[src/hdl/psd_pkg.sv]
// ============================================================================
// psd_pkg
// Widths and shared types of the point-to-segment distance pipeline.
// ============================================================================
package psd_pkg;
    localparam int CW     = 16;        // coordinate width
    localparam int DW     = CW + 1;    // coordinate difference width
    localparam int PW     = 2 * DW;    // product / squared length width
    localparam int NW     = 2 * PW;    // dividend width (cross squared)
    localparam int QW     = PW;        // quotient (squared distance) width
    localparam int RW     = QW / 2;    // root width
    localparam int DIST_W = 17;        // distance field width

    typedef struct packed {
        logic vld;
        logic hit;
    } t_ctl;
endpackage

[src/hdl/psd_sqrt.sv]
// ============================================================================
// psd_sqrt
// Pipelined integer square root, one root bit per stage.
// ============================================================================
module psd_sqrt import psd_pkg::*; (
    input  logic             i_clk,
    input  logic             i_rst_n,
    input  logic             i_en,
    input  t_ctl             i_ctl,
    input  logic [QW-1:0]    i_rad,
    output t_ctl             o_ctl,
    output logic [RW-1:0]    o_root
);
    logic [QW-1:0] r_rad  [0:RW];
    logic [RW-1:0] r_root [0:RW];
    logic          r_hit  [0:RW];
    logic [RW:0]   r_vld;

    always_ff @(posedge i_clk) begin
        if (!i_rst_n) begin
            r_vld <= '0;
        end else if (i_en) begin
            r_vld <= {r_vld[RW-1:0], i_ctl.vld};
        end
    end

    always_ff @(posedge i_clk) begin
        if (i_en) begin
            r_rad[0]  <= i_rad;
            r_root[0] <= '0;
            r_hit[0]  <= i_ctl.hit;
        end
    end

    for (genvar k = 0; k < RW; k++) begin : g_stage
        logic [RW-1:0]   n_cand;
        logic [2*RW-1:0] n_sq;
        assign n_cand = r_root[k] | (RW'(1) << (RW - 1 - k));
        assign n_sq   = n_cand * n_cand;
        always_ff @(posedge i_clk) begin
            if (i_en) begin
                r_rad[k+1]  <= r_rad[k];
                r_root[k+1] <= (QW'(n_sq) <= r_rad[k]) ? n_cand : r_root[k];
                r_hit[k+1]  <= r_hit[k];
            end
        end
    end

    assign o_ctl  = '{vld: r_vld[RW], hit: r_hit[RW]};
    assign o_root = r_root[RW];
endmodule

[config.mk]
export PLATFORM = sky130hd
export DESIGN_NAME = psd_sqrt
export DESIGN_NICKNAME = d
export VERILOG_FILES = /design/src/hdl/psd_pkg.sv /design/src/hdl/psd_sqrt.sv
export SDC_FILE = /design/constraint.sdc
export NUM_CORES = 2
export LEC_CHECK = 0
export BUFFER_PORTS_ARGS = -buffer_cell sky130_fd_sc_hd__buf_2
export CAP_MARGIN = 20
export CORE_MARGIN = 3
export CORE_UTILIZATION = 35
export DETAILED_ROUTE_END_ITERATION = 7
export PLACE_DENSITY = 0.47
export REMOVE_ABC_BUFFERS = 1
export SLEW_MARGIN = 20
export SYNTH_ARGS = -nofsm -noshare
export SYNTH_HDL_FRONTEND = slang
export SYNTH_SLANG_ARGS = --single-unit
export TNS_END_PERCENT = 100
[constraint.sdc]
create_clock -name i_clk -period 13.5 [get_ports i_clk]
set_input_delay 2.025 -clock i_clk [delete_from_list [all_inputs] [get_ports i_clk]]
set_output_delay 2.025 -clock i_clk [all_outputs]
set_load 0.02 [all_outputs]
After elaboration in Yosys (flattened, before gate mapping):

Memories as Yosys holds them, arrays and structs flattened.
Cells that the tools add are included.

* $mul: 17
* $lt $le $gt $ge: 17
* mux-type cells: 19

Operator list (count)
* 34-bit <= comparator: 17
* 17-bit by 17-bit multiplier with 34-bit output: 17
* 17-bit two-way mux: 1
* 16-bit two-way mux: 1
* 15-bit two-way mux: 1
* 14-bit two-way mux: 1
* 13-bit two-way mux: 1
* 12-bit two-way mux: 1
* 11-bit two-way mux: 1
* 10-bit two-way mux: 1
* 9-bit two-way mux: 1
* 8-bit two-way mux: 1
* 7-bit two-way mux: 1
* 6-bit two-way mux: 1
* 5-bit two-way mux: 1
* 4-bit two-way mux: 1
* 1-bit two-way mux: 3
* 3-bit two-way mux: 1
* 2-bit two-way mux: 1

* register bits after elaboration: 18
* bits in writable memories: 936
* input port bits: 39
* output and inout port bits: 19
* word-level logic and storage cells: 57
* memories kept: 3

Memories
* r_rad: depth 18, width 34, rd ports 17, clocked after Yosys merged registers in 0, write ports 18, RTL line psd_sqrt.sv:14 `logic [QW-1:0] r_rad [0:RW];`
* r_root: depth 18, width 17, rd ports 18, clocked after Yosys merged registers in 0, write ports 18, RTL line psd_sqrt.sv:15 `logic [RW-1:0] r_root [0:RW];`
* r_hit: depth 18, width 1, rd ports 18, clocked after Yosys merged registers in 0, write ports 18, RTL line psd_sqrt.sv:16 `logic r_hit [0:RW];`

Logic depth before layout (Yosys ltp):

An unclocked memory read counts as a cell.

* depth in word-level cells: 4
* gate-level depth with buffers: 34
* mapped depth without buffers: 33

Worst setup path before layout:

Ideal clock, no wire load.

* path kind: register -> register
* start point: memory r_root[16][9] in the netlist's numbering
* end point: memory r_root[17][0] in the netlist's numbering, data pin
* setup time: 254 ps
* arrival: 7175 ps
* data required time: 13246 ps
* setup slack: 6072 ps
* cell stages (with the launch flop): 31
* buffers on the path: 1
* period minus slack after synthesis: 7428 ps
* path through: edfxtp_1 -> clkbuf_1 -> clkinv_1 -> nor2_1 -> inv_1 -> fa_1 -> inv_1 -> fa_1 -> fa_1 -> fa_1 -> fa_1 -> inv_1 -> fa_1 -> inv_1 -> ha_1 -> a21o_1 -> a21oi_1 -> nor2b_1 -> o31ai_1 -> a21boi_0 -> a2111oi_2 -> o21ai_1 -> or4_1 -> nand3_1 -> ha_1 -> nand3_1 -> nor2_1 -> nand2_1 -> nor3_1 -> a211oi_1 -> a21o_1

RTL lines (RTL line)
* start, declared: psd_sqrt.sv:15

==> impl_results.md <==
* Run status: completed
* Final Cell Area at between 0.08 and 0.09 mm²
* # clock sinks at roughly 770
* CP Class: reg -> reg
* Worst path max stage delay at around 0.9 ns
* CP startpoint: r_root[15][2]$_DFFE_PP_
* Min cycle time layout at around 8.4 ns
* Critical-path cell with the highest stage delay: edfxtp_1
* CP Data Arrival Time at ~9 ns
* Post-CTS Setup Repair Bufs at 0
* Endpoints failing setup at 0
* Floorplan row count at 174
* Slew Viols, Final at 0
* Number of flops mapped to enable cells by yosys at approximately 750
* Slew HR at between 20% and 30%
* Fillers at 22190
* Ys flop type: edfxtp_1
* Synth Cell Area at roughly 0.080 mm²
* Final Non-Filler Cells at 10340
* Chip height at around 480 µm
* Routed wire length at between 150 and 200 mm
* Seq cells post-synth at roughly 770
* Setup crit start kind: register
* Register area share after synthesis at between 20% and 30%
* Drt drc at 0
* Crit path capture type: register
* Reg2reg path depth at 30
* GRT busiest layer: met2
* Sequential cell area at around 0.023 mm²
* Max-Cap Viols at 0
* RSZ-0062 raised after global routing: false
* Hold depth at 0
* Average cell area after synthesis at 11.04 µm²
* Worst hold slack at roughly 0.42 ns
* Met1 usage at approximately 23%
* Die W at 482.9 µm
* Vias in the first global route at approximately 53000
* Gr usage total at around 16%
* Final period util at between 60 and 70%
* Vias per inst at ~4.7
* Worst-Margin Slew at around 1.1 ns
* Worst-skew pair later-pin latency at 0.73 ns
* Cells after DPL at 10170
* DR WL/cell at between 15 and 20 µm
* Largest net degree at the start of global routing at 188
* Global-route wire length before repair at ~300 mm
* Clock Tree Root: clkbuf_16
* Cell area after placement at 0.08345 mm²
* Post-CTS Hold Fix Bufs at 0
* Clock transition at the registers of the reported paths at around 0.060 ns
* Hold_sp: r_rad[0][5]$_DFFE_PP_
* Final #Nets at 9548
* DR vias at 49010
* Die area at ~0.23 mm²
* Drt pass-1 iters at 6
* Final Hold Vio Count at 0
* Post-route ant nets at 0
* Initial Util at 35.29%
* Layout area overhead at 8.950%
* Core ar. at between 0.2 and 0.25 mm²
* CTS resizes at 0
* Setup_tns at 0 ns
* Final GP Congestion at approximately 0.84
* RR Startpoint: r_root[15][2]$_DFFE_PP_
* Io pins at between 50 and 60
* Yosys cell types at 80
* Drt initial violations at approximately 2500
* Initial antenna violation count at 4
* Max H-tree Level at 3
* Input/output buffers at 57
* Area of the multi-input gates at 0.05006 mm²
* Ys async rst share at 0%
* Routing usage on met3 at under 10%
* Synth Warn # at 0
* CTS tree: yes
* Final HPWL DP at 147.1 mm
* Max Freq at about 0.12 GHz
* GRT overflow at 0
* Final Skew at about 0.044 ns
* CP Data Required Time at 14.04 ns
* Most frequent CP cell: inv_1
* Post-Synthesis Cells at about 7200
* Clock buffer depth at 3
* Met2 Resource Use GR at 27.60%
* CTS Buf Count at slightly above 90
* Layout cell share with drive strength beyond 1 at 4.041%
* HP Class: reg -> reg
* Worst-path maximum fanout at 15
layout make-up:
cell class,count,area share [%]
repair buffers,86,0.6349
diodes,1,0.002886
clock buffers,104,2.743
flip-flops and latches,767,26.35
clock inverters,65,1.014
inverters,1663,7.199
multi-input cells,4664,57.74
well taps,2992,4.317
worst paths after layout:
path                                                 to  slack, ns
worst max-delay path            r_root[16][1]$_DFFE_PP_       5.12
worst min-delay path              r_rad[1][5]$_DFFE_PP_       0.42
worst max register to register  r_root[16][1]$_DFFE_PP_       5.12
worst min register to register    r_rad[1][5]$_DFFE_PP_       0.42
cell usage after synthesis (all sizes together), types with 20 or more instances:
cell type | number | area, µm²
o21ai | 139 | 703.2
fa | 992 | 19860
and2 | 309 | 1934
clkbuf | 105 | 394.1
nand4 | 76 | 475.5
xor2 | 72 | 630.6
nand2b | 41 | 256.5
nor2 | 239 | 897.1
nor3 | 47 | 235.2
a21o | 176 | 1321
mux2i | 21 | 210.2
xnor2 | 229 | 2006
edfxtp | 749 | 22490
o21a | 21 | 157.7
and3 | 20 | 125.1
nand2 | 387 | 1453
or2 | 26 | 162.7
o21bai | 27 | 202.7
inv | 1660 | 6231
nand3 | 47 | 235.2
ha | 1244 | 15560
nor2b | 84 | 525.5
nor4 | 53 | 346.6
a211oi | 21 | 162.6
a21oi | 216 | 1089
sequential cells by signal (all words and copies together) (netlist names):
name / count
r_hit: 18
r_rad: 578
r_root: 153
r_vld: 18
per-stage QoR:
stage               utilization [%]  worst slack, ns
finish                        38.45            5.116
global route                  38.45            4.605
CTS                           38.44            5.075
detailed placement            37.00            5.079
global placement              37.00            5.181
floorplan                         -            6.159
routing by layer:
layer / vias up / part of all wire [%]
met3: 167 / 2.8
met1: 24690 / 47
met5: - / 0
li1: 23550 / -
met2: 607 / 49
met4: 0 / 1.9
cell families (layout without fill, tap and decap cells):
group | Yosys count | after routing | synth area share, %
AND/OR/NAND/NOR | 1386 | 1386 | 8.920
multiplexers | 35 | 35 | 0.4622
XOR/XNOR | 301 | 301 | 3.312
other | 0 | 1 | 0
AO/OA/AOI/OAI | 706 | 706 | 5.700
adder cells (fa/ha/maj) | 2236 | 2236 | 44.51
buffers and inverters | 1776 | 1918 | 8.385
flip-flops | 767 | 767 | 28.71
critical path, delay by kind of cell (launching register included):
| family | cells | cell delay (ns) |
|---|---|---|
| AND/OR/NAND/NOR | 4 | 0.75 |
| XOR/XNOR | 1 | 0.33 |
| buffers and inverters | 7 | 0.67 |
| AO/OA/AOI/OAI | 10 | 1.89 |
| adder cells (fa/ha/maj) | 8 | 3.69 |
| flip-flops | 1 | 0.90 |
placed cells by master, fill, tap and decap left out, drive strengths merged, types with 13 or more instances in the layout:
master  count
nand2     387
clkinv     47
a21o      176
or3        13
xor2       72
o211ai     14
dfxtp      18
o21ai     139
and3       20
o21a       21
nor4       53
a211oi     21
ha       1244
nand2b     41
mux2i      21
nor3       47
edfxtp    749
nor2b      84
nand3      47
mux2       14
nor2      239
or2        26
o21bai     27
a21oi     216
buf        86
inv      1663
bufinv     13
a31oi      15
and2      309
nand4      76
fa        992
clkbuf    104
xnor2     229
Power is not shown: default switching activity piles up to over one toggle a cycle in this logic, so the estimate is an artifact.
